**config.mk**
```make
export PLATFORM = sky130hd
export DESIGN_NAME = bilinear_colour_ramp
export DESIGN_NICKNAME = d
export VERILOG_FILES = /design/src/hdl/bcr_pkg.sv /design/src/hdl/bilinear_colour_ramp.sv
export SDC_FILE = /design/constraint.sdc
export NUM_CORES = 2
export LEC_CHECK = 0
export ABC_AREA = 0
export ABC_CLOCK_PERIOD_IN_PS = 7150
export BUFFER_PORTS_ARGS = -buffer_cell sky130_fd_sc_hd__buf_2
export CELL_PAD_IN_SITES_DETAIL_PLACEMENT = 1
export CELL_PAD_IN_SITES_GLOBAL_PLACEMENT = 2
export CORE_UTILIZATION = 48
export DETAILED_ROUTE_END_ITERATION = 12
export PLACE_DENSITY = 0.9
export SETUP_SLACK_MARGIN = 0.3
export SYNTH_ARGS = -nofsm -noshare
export SYNTH_HDL_FRONTEND = slang
export SYNTH_SLANG_ARGS = --single-unit
```
**constraint.sdc**
```tcl
create_clock -name clk -period 7.15 [get_ports clk]
set_input_delay 1.43 -clock clk [delete_from_list [all_inputs] [get_ports clk]]
set_output_delay 1.43 -clock clk [all_outputs]
set_load 0.02 [all_outputs]
```
**src/hdl/bcr_pkg.sv**
```systemverilog
`timescale 1ns / 1ps

package bcr_pkg;

  // Defaults for the ramp geometry
  localparam int RAMP_WIDTH_DEF  = 16;
  localparam int RAMP_HEIGHT_DEF = 9;

  // Field widths
  localparam int COLOUR_W  = 16;
  localparam int COORD_W   = 4;
  localparam int RED_W     = 5;
  localparam int GREEN_W   = 6;
  localparam int BLUE_W    = 5;
  localparam int LEVEL_W   = 6;   // widest channel
  localparam int CFG_IDX_W = 3;
  localparam int IN_DATA_W  = 8;
  localparam int OUT_DATA_W = 16;

  // Register indexes on the configuration port
  localparam logic [CFG_IDX_W-1:0] REG_TOP_LEFT     = 3'd0;
  localparam logic [CFG_IDX_W-1:0] REG_TOP_RIGHT    = 3'd1;
  localparam logic [CFG_IDX_W-1:0] REG_BOTTOM_LEFT  = 3'd2;
  localparam logic [CFG_IDX_W-1:0] REG_BOTTOM_RIGHT = 3'd3;

  // Corner slots
  localparam logic [1:0] CORNER_TL = 2'd0;
  localparam logic [1:0] CORNER_TR = 2'd1;
  localparam logic [1:0] CORNER_BL = 2'd2;
  localparam logic [1:0] CORNER_BR = 2'd3;

  // Channel slots
  localparam logic [1:0] CH_RED   = 2'd0;
  localparam logic [1:0] CH_GREEN = 2'd1;
  localparam logic [1:0] CH_BLUE  = 2'd2;

  typedef logic [COLOUR_W-1:0] colour_t;
  typedef logic [LEVEL_W-1:0]  level_t;

  // RGB565 channel extract, zero-extended to the widest channel
  function automatic level_t chan_level(input colour_t colour, input logic [1:0] ch);
    level_t lev;
    lev = '0;
    case (ch)
      CH_RED:   lev = {1'b0, colour[15:11]};
      CH_GREEN: lev = colour[10:5];
      CH_BLUE:  lev = {1'b0, colour[4:0]};
      default:  lev = '0;
    endcase
    return lev;
  endfunction

endpackage

```
**src/hdl/bilinear_colour_ramp.sv**
```systemverilog
`timescale 1ns / 1ps

// Bilinear RGB565 ramp: each transfer on the in_ side names a pixel (row, column) and
// produces one RGB565 pixel on the out_ side, interpolated from the four corner colours
// written on the cfg_ port (index 0..3 = top-left, top-right, bottom-left, bottom-right;
// other indexes are ignored). Rows and columns past the last one are clamped. Each
// channel is rounded half up. Throughput is one pixel per clock when the sink is ready;
// the stages are clamp, weight multiply, channel multiply, sum, and a reciprocal multiply
// that does the division by 2(W-1)(H-1). Backpressure stalls only the stages that hold
// data, so bubbles are squeezed out.
module bilinear_colour_ramp #(
  parameter int RAMP_WIDTH  = bcr_pkg::RAMP_WIDTH_DEF,
  parameter int RAMP_HEIGHT = bcr_pkg::RAMP_HEIGHT_DEF
) (
  input  logic                             clk,
  input  logic                             rst_n,
  input  logic                             cfg_wr_en,
  input  logic [bcr_pkg::CFG_IDX_W-1:0]    cfg_index,
  input  logic [bcr_pkg::COLOUR_W-1:0]     cfg_data,
  input  logic                             in_tvalid,
  output logic                             in_tready,
  input  logic [bcr_pkg::IN_DATA_W-1:0]    in_tdata,   // pixel_row[3:0], pixel_column[7:4]
  output logic                             out_tvalid,
  input  logic                             out_tready,
  output logic [bcr_pkg::OUT_DATA_W-1:0]   out_tdata   // red_level[4:0], green_level[10:5],
                                                       // blue_level[15:11]
);

  localparam int WM1       = RAMP_WIDTH - 1;
  localparam int HM1       = RAMP_HEIGHT - 1;
  localparam int DEN       = WM1 * HM1;
  localparam int XW        = $clog2(RAMP_WIDTH);
  localparam int YW        = $clog2(RAMP_HEIGHT);
  localparam int DEN_W     = $clog2(DEN + 1);
  localparam int PROD_W    = DEN_W + bcr_pkg::LEVEL_W;
  localparam int N2_W      = DEN_W + bcr_pkg::LEVEL_W + 1;
  localparam int NS        = 5;
  // floor(n / DIV2) = (n * RECIP) >> SHIFT for every N2_W-bit n
  localparam int DIV2      = 2 * DEN;
  localparam int SHIFT     = N2_W + $clog2(DIV2);
  localparam int RECIP_W   = N2_W + 1;
  localparam int QP_W      = N2_W + RECIP_W;
  localparam logic [63:0] RECIP_64 = ((64'd1 << SHIFT) + 64'(DIV2) - 64'd1) / 64'(DIV2);
  localparam logic [RECIP_W-1:0] RECIP = RECIP_W'(RECIP_64);

  // Corner colours
  bcr_pkg::colour_t colour_r [4];

  always_ff @(posedge clk) begin
    if (!rst_n) begin
      for (int k = 0; k < 4; k++) colour_r[k] <= '0;
    end else if (cfg_wr_en) begin
      case (cfg_index)
        bcr_pkg::REG_TOP_LEFT:     colour_r[bcr_pkg::CORNER_TL] <= cfg_data;
        bcr_pkg::REG_TOP_RIGHT:    colour_r[bcr_pkg::CORNER_TR] <= cfg_data;
        bcr_pkg::REG_BOTTOM_LEFT:  colour_r[bcr_pkg::CORNER_BL] <= cfg_data;
        bcr_pkg::REG_BOTTOM_RIGHT: colour_r[bcr_pkg::CORNER_BR] <= cfg_data;
        default: ;
      endcase
    end
  end

  // Stage control: a stage advances when it is empty or the next one advances
  logic [NS-1:0] vld_r;
  logic [NS-1:0] adv;

  always_comb begin
    adv[NS-1] = !vld_r[NS-1] || out_tready;
    for (int i = NS - 2; i >= 0; i--) adv[i] = !vld_r[i] || adv[i+1];
  end

  assign in_tready = adv[0];

  always_ff @(posedge clk) begin
    if (!rst_n) begin
      vld_r <= '0;
    end else begin
      if (adv[0]) vld_r[0] <= in_tvalid;
      for (int i = 1; i < NS; i++) begin
        if (adv[i]) vld_r[i] <= vld_r[i-1];
      end
    end
  end

  // Stage 0: clamp coordinates, form complements
  logic [bcr_pkg::COORD_W-1:0] in_row, in_col;
  logic [XW-1:0] x_nxt, xc_nxt, x_r, xc_r;
  logic [YW-1:0] y_nxt, yc_nxt, y_r, yc_r;

  assign in_row = in_tdata[3:0];
  assign in_col = in_tdata[7:4];

  always_comb begin
    x_nxt  = (32'(in_col) > WM1) ? XW'(WM1) : XW'(in_col);
    y_nxt  = (32'(in_row) > HM1) ? YW'(HM1) : YW'(in_row);
    xc_nxt = XW'(WM1) - x_nxt;
    yc_nxt = YW'(HM1) - y_nxt;
  end

  always_ff @(posedge clk) begin
    if (adv[0]) begin
      x_r  <= x_nxt;
      xc_r <= xc_nxt;
      y_r  <= y_nxt;
      yc_r <= yc_nxt;
    end
  end

  // Stage 1: corner weights, summing to DEN
  logic [DEN_W-1:0] wt_r [4];

  always_ff @(posedge clk) begin
    if (adv[1]) begin
      wt_r[bcr_pkg::CORNER_TL] <= DEN_W'(xc_r) * DEN_W'(yc_r);
      wt_r[bcr_pkg::CORNER_TR] <= DEN_W'(x_r) * DEN_W'(yc_r);
      wt_r[bcr_pkg::CORNER_BL] <= DEN_W'(xc_r) * DEN_W'(y_r);
      wt_r[bcr_pkg::CORNER_BR] <= DEN_W'(x_r) * DEN_W'(y_r);
    end
  end

  // Stage 2: level times weight per channel and corner
  logic [PROD_W-1:0] prod_r [3][4];

  always_ff @(posedge clk) begin
    if (adv[2]) begin
      for (int c = 0; c < 3; c++) begin
        for (int k = 0; k < 4; k++) begin
          prod_r[c][k] <= PROD_W'(bcr_pkg::chan_level(colour_r[k], 2'(c))) *
                          PROD_W'(wt_r[k]);
        end
      end
    end
  end

  // Stage 3: rounding numerator 2*num + DEN
  logic [N2_W-1:0] num2_r [3];

  always_ff @(posedge clk) begin
    if (adv[3]) begin
      for (int c = 0; c < 3; c++) begin
        num2_r[c] <= ((N2_W'(prod_r[c][0]) + N2_W'(prod_r[c][1]) +
                       N2_W'(prod_r[c][2]) + N2_W'(prod_r[c][3])) << 1) + N2_W'(DEN);
      end
    end
  end

  // Stage 4: quotient by 2*DEN
  logic [bcr_pkg::LEVEL_W-1:0] quo_r [3];

  always_ff @(posedge clk) begin
    if (adv[4]) begin
      for (int c = 0; c < 3; c++) begin
        quo_r[c] <= bcr_pkg::LEVEL_W'((QP_W'(num2_r[c]) * QP_W'(RECIP)) >> SHIFT);
      end
    end
  end

  assign out_tvalid = vld_r[NS-1];
  assign out_tdata  = {quo_r[bcr_pkg::CH_BLUE][bcr_pkg::BLUE_W-1:0],
                       quo_r[bcr_pkg::CH_GREEN][bcr_pkg::GREEN_W-1:0],
                       quo_r[bcr_pkg::CH_RED][bcr_pkg::RED_W-1:0]};

  // A stall on the input can only come from backpressure at the output
  a_stall_source: assert property (@(posedge clk) disable iff (!rst_n)
    !in_tready |-> (out_tvalid && !out_tready))
    else $error("input stalled without output backpressure");

  // Red and blue quotients never need the sixth bit
  a_rb_range: assert property (@(posedge clk) disable iff (!rst_n)
    out_tvalid |-> (!quo_r[bcr_pkg::CH_RED][bcr_pkg::LEVEL_W-1] &&
                    !quo_r[bcr_pkg::CH_BLUE][bcr_pkg::LEVEL_W-1]))
    else $error("red or blue level overflow");

  // A result held off by the sink stays put
  a_out_hold: assert property (@(posedge clk) disable iff (!rst_n)
    (out_tvalid && !out_tready) |=> (out_tvalid && $stable(out_tdata)))
    else $error("result changed while stalled");

endmodule

```
* After elaboration in Yosys (flattened, before gate mapping)
Memories as Yosys holds them, arrays and structs flattened. Index checks and enable logic that the tools add are counted.
Cells by class: order comparisons 1, multiply operators 19, multiplexer cells 42, add/subtract/negate cells 14, bitwise gates (word level) 4, reduce and logical (&&, ||, !) cells 11, equal/unequal tests 3
Operators by type and width (count):
- multiplier 6 x 7 -> 13 bit | 12
- adder 13 bit | 9
- multiplier 14 x 15 -> 28 bit, second input constant | 3
- 2-to-1 mux 6 bit | 12
- 2-to-1 mux 16 bit | 4
- adder 14 x 7 -> 14 bit, second input constant | 3
- multiplier 4 x 4 -> 7 bit | 4
- 2-to-1 mux 1 bit | 25
- subtractor 4 bit, first input constant | 2
- equality test 3 x 2 -> 1 bit, second input constant | 2
- zero test 1 bit | 5
- logical OR 1 bit | 5
- > comparator 4 bit, second input constant | 1
- 2-to-1 mux 4 bit | 1
- OR 1 bit | 4
- equality test 3 x 1 -> 1 bit, second input constant | 1
- zero test 3 bit | 1
Storage, ports and cells: word-level logic and storage cells 108, bits of input ports 32, output and inout port bits 18, register bits after elaboration 21, memories 5, RAM bits 308
Memories:
- prod_r | depth 3, width 52, rd ports 3, clocked after Yosys merged registers in 0, wr ports 3, line bilinear_colour_ramp.sv:122 | logic [PROD_W-1:0] prod_r [3][4];
- colour_r | depth 4, width 16, rd ports 4, clocked after Yosys merged registers in 0, wr ports 4, line bilinear_colour_ramp.sv:47 | bcr_pkg::colour_t colour_r [4];
- num2_r | depth 3, width 14, rd ports 3, clocked after Yosys merged registers in 0, wr ports 3, line bilinear_colour_ramp.sv:136 | logic [N2_W-1:0] num2_r [3];
- wt_r | depth 4, width 7, rd ports 4, clocked after Yosys merged registers in 0, wr ports 4, line bilinear_colour_ramp.sv:110 | logic [DEN_W-1:0] wt_r [4];
- quo_r | depth 3, width 6, rd ports 3, clocked after Yosys merged registers in 0, wr ports 3, line bilinear_colour_ramp.sv:148 | logic [bcr_pkg::LEVEL_W-1:0] quo_r [3];

* Longest topological paths before layout
depth after elaboration 7, mapped depth 16, depth with buffers taken out 16

* Least setup slack after synthesis
No wires, ideal clock.
path kind input to register, start input out_tready, end memory prod_r[0][0] (netlist name), enable pin, arrival 4.747 ns, cell stages on the path 3, required time 6.641 ns, buffers on the path 0, path slack 1.894 ns, cells stage by stage nor2b_1 -> and3_1 -> inv_1
RTL lines:
- start: declaration | line bilinear_colour_ramp.sv:24 | input logic out_tready,
- end: declaration | line bilinear_colour_ramp.sv:122

==> impl_summary.txt <==
----------------------------------------------------
[Timing]
  Worst-case headroom to the max-slew limit ... 13.45%
  Fin Clk Skew ... 0.04118 ns
  Worst hold slack across all endpoints ... 0.4946 ns
  Post-route fraction of the period consumed by the critical path ... 65.12%
  Total setup violations reported at the end of the flow ... 0
  Setup repair after global routing missed its margin ... no
  Final-layout setup total negative slack ... 0 ns
  Count of pins over their slew limit ... 0
  Final Hold Viols ... 0
  Slew at the pin closest to its max-slew limit ... 1.293 ns
  Final critical path time including I/O delays and setup ... 4.656 ns
  Maximum clock frequency ... 214.8 MHz

[Status]
  Run status ... completed

[Synthesis]
  Synthesized instance count ... 3239
  Most used DFF post-synth ... sky130_fd_sc_hd__edfxtp_1
  Average size of a mapped cell ... 10.70 µm²
  Number of enable flip-flop cells after synthesis ... 316
  Yosys warnings ... 0
  Post-Syn Nets ... 4228
  Distinct cell type count after synthesis ... 69
  Part of the Yosys area used for sequential elements ... 27.68%
  Flops & latches, synth ... 321
  Synthesized cell area ... 34650 µm²
  Ys async rst share ... 0%

[Setup path]
  Critical path data required time ... 7.47 ns
  Arrival time reported for the critical path endpoint ... 4.98 ns
  Minimum setup slack among reg-to-reg paths ... 2.49 ns
  Critical Path Slowest Stage Cell ... sky130_fd_sc_hd__edfxtp_1
  Endpoint of the worst setup timing path ... prod_r[1][51]$_DFFE_PP_
  Startpoint of the most critical register-to-register path ... wt_r[0][2]$_DFFE_PP_
  Sequence of cells on the critical path ... nand2_1 > fa_1 > inv_1 > ha_1 > inv_1 > fa_1 > inv_1 > ha_1 > a21o_1 > a21oi_1 > o21bai_1 > a2111oi_0 > o31ai_1 > a21oi_1 > xnor2_1
  Endpoint kind of the worst setup timing path ... register
  Reg2Reg Capture Point ... prod_r[1][51]$_DFFE_PP_
  Cells on worst reg2reg path ... 15
  Worst stage delay on the critical path ... 0.75 ns
  Worst-path fanout max ... 16
  Startpoint class of the critical path ... register
  Cell mode on critical path ... sky130_fd_sc_hd__inv_1
  Category of the critical setup timing path ... register to register
  Worst Setup SP ... wt_r[0][2]$_DFFE_PP_

[CTS]
  Clk_lat worst skew ... 0.60 ns
  Count of cells resized by post-cts repair ... 0
  Clock-pin slew of the registers on the worst-case setup and hold paths ... 0.06 ns
  Buffer cell driving the clock tree root ... sky130_fd_sc_hd__clkbuf_16
  Number of setup buffers added after CTS ... 0
  Number of clock sinks ... 321
  Num CTS Buffers ... 42
  Clock tree buffer depth ... 3
  Maximum level of the CTS H-tree ... 2
  TritonCTS clock tree ... built
  Hold-fix buffers at CTS ... 0

[Worst hold path]
  Path category of the worst min-delay check ... register to register

[Floorplan]
  Die Footprint ... 73260 µm²
  Starting Density ... 48.47%
  Height of the chip ... 270.7 µm
  Area of the core ... 71490 µm²
  Top-Level Pins ... 50
  Num rows ... 98
  Width of the chip ... 270.7 µm

[GRT]
  Number of antenna violations at the first check in global routing ... 3
  GRT Util Overall ... 23.17%
  Global route overflow ... 0
  Global-route wire length before repair ... 134300 µm
  Number of global-route vias before repair ... 25950
  Largest net degree at the start of global routing ... 97

[Place]
  Final weighted congestion in routability-driven placement ... 0.8655
  IO buf count ... 49
  DP Area ... 36080 µm²
  Hpwl dp ... 67910 µm

[Detailed routing]
  Vias post-DR ... 22690
  DRC Markers ... 0
  Routed length per instance ... 19.11 µm
  Total iterations of the first detailed-routing run ... 4
  Routed Antenna Nets ... 0
  Via-to-Cell Ratio ... 5.282
  Total wire length ... 82100 µm
  Detailed router's first-iteration violation count ... 943

[Cells and area]
  Fraction of layout cells with a size suffix above 1 ... 4.903%
  Area growth, synth to finish ... 8.316%
  # nets final ... 4302
  Layout Cell Area excl Fill ... 37530 µm²

[Job]
  Number of maximum-capacitance constraint violations ... 0

----------------------------------------------------
==> through the flow <==
| step | worst slack (ns) | util, % | std cells |
|---|---|---|---|
| after floorplan | 1.894 | - | 3239 |
| after global placement | 2.655 | 50.48 | 4219 |
| after detailed placement | 2.584 | 50.48 | 4219 |
| after CTS | 2.540 | 52.50 | 4295 |
| after global routing | 2.258 | 52.50 | 4295 |
| final | 2.494 | 52.50 | 4296 |
==> registers in the layout (all words and copies together) (netlist names) <==
register  flops
colour_r     64
num2_r       39
prod_r      156
quo_r        16
vld_r         5
wt_r         26
x_r           4
xc_r          4
y_r           4
yc_r          3
==> cells in the final DEF (no fill, tap or decap), types with 8 or more instances in the layout <==
cell                          n
sky130_fd_sc_hd__buf_4       20
sky130_fd_sc_hd__o21a_1      10
sky130_fd_sc_hd__fa_1       351
sky130_fd_sc_hd__nand4_1     10
sky130_fd_sc_hd__and2_1     386
sky130_fd_sc_hd__a21o_1      35
sky130_fd_sc_hd__o21ai_0     52
sky130_fd_sc_hd__xnor2_1    124
sky130_fd_sc_hd__nand2b_1    12
sky130_fd_sc_hd__ha_1       606
sky130_fd_sc_hd__inv_1      600
sky130_fd_sc_hd__nand2_1    247
sky130_fd_sc_hd__xor2_1      66
sky130_fd_sc_hd__o21bai_1    24
sky130_fd_sc_hd__clkbuf_16   43
sky130_fd_sc_hd__edfxtp_1   316
sky130_fd_sc_hd__a21oi_1    134
sky130_fd_sc_hd__nor2b_1      9
sky130_fd_sc_hd__buf_2       49
sky130_fd_sc_hd__nor2_1      69
sky130_fd_sc_hd__clkbuf_1     8
sky130_fd_sc_hd__nand3_1     27
sky130_fd_sc_hd__a211oi_1     8
==> final cells by class <==
cell class | count | area, µm²
Timing Repair Buffer | 69 | 395.4
Sequential cell | 321 | 9589
Inverter | 601 | 2261
Antenna cell | 1 | 2.502
Multi-Input combinational cell | 2278 | 22650
Fill cell | 7722 | 33960
Tap cell | 950 | 1189
Clock buffer | 52 | 1120
Clock inverter | 24 | 322.8
==> cell families after synthesis <==
| group | count (synthesis) | synth area share [%] |
|---|---|---|
| muxes | 2 | 0.06139 |
| DFF | 321 | 27.68 |
| and+or+nand+nor | 803 | 12.28 |
| adders and majority gates | 957 | 42.16 |
| xor gates and xnor gates | 190 | 4.803 |
| buffers and inverters | 640 | 6.988 |
| AOI/OAI and AO/OA | 326 | 6.031 |
==> routing by layer <==
| metal | routed length [µm] | GRT usage (%) | vias to the layer above |
|---|---|---|---|
| met1 | 35210 | 28.63 | 11530 |
| met4 | 2310 | 7.285 | 0 |
| met3 | 2790 | 2.964 | 131 |
| met2 | 41790 | 41.77 | 316 |
| met5 | 0 | 0 | - |
| li1 | - | - | 10720 |
==> cell usage after synthesis, drive strengths merged, types with 12 or more instances <==
master / number / area, µm²
ha: 606 / 7582
inv: 601 / 2256
and2: 386 / 2415
fa: 351 / 7027
edfxtp: 316 / 9489
nand2: 248 / 930.9
a21oi: 134 / 670.6
xnor2: 124 / 1086
nor2: 69 / 259.0
xor2: 66 / 578.1
o21ai: 57 / 285.3
a21o: 37 / 280.3
clkbuf: 36 / 135.1
nand3: 28 / 145.1
o21bai: 24 / 180.2
nand2b: 12 / 75.07
==> worst max-delay path, delay by kind of cell (launching register included) <==
kind                       cells  cell delay (ns)
and+or+nand+nor                1             0.17
AOI/OAI and AO/OA              6             1.53
xor gates and xnor gates       1             0.08
adders and majority gates      4             1.67
buffers and inverters          3             0.19
DFF                            1             0.75
==> worst min path at each step <==
| stage | from | to | slack, ns | cells after the start |
|---|---|---|---|---|
| 2_1_floorplan | vld_r[2]$_SDFFE_PN0P_ | vld_r[3]$_SDFFE_PN0P_ | 0.45 | 2 |
| 3_3_place_gp | vld_r[2]$_SDFFE_PN0P_ | vld_r[3]$_SDFFE_PN0P_ | 0.46 | 2 |
| 3_5_place_dp | vld_r[2]$_SDFFE_PN0P_ | vld_r[3]$_SDFFE_PN0P_ | 0.49 | 2 |
| 4_1_cts | vld_r[2]$_SDFFE_PN0P_ | vld_r[3]$_SDFFE_PN0P_ | 0.50 | 2 |
| 5_1_grt | vld_r[2]$_SDFFE_PN0P_ | vld_r[3]$_SDFFE_PN0P_ | 0.56 | 2 |
| 6_report | vld_r[2]$_SDFFE_PN0P_ | vld_r[3]$_SDFFE_PN0P_ | 0.49 | 2 |
Power is not shown: default switching activity piles up to over one toggle a cycle in this logic, so the estimate is an artifact.
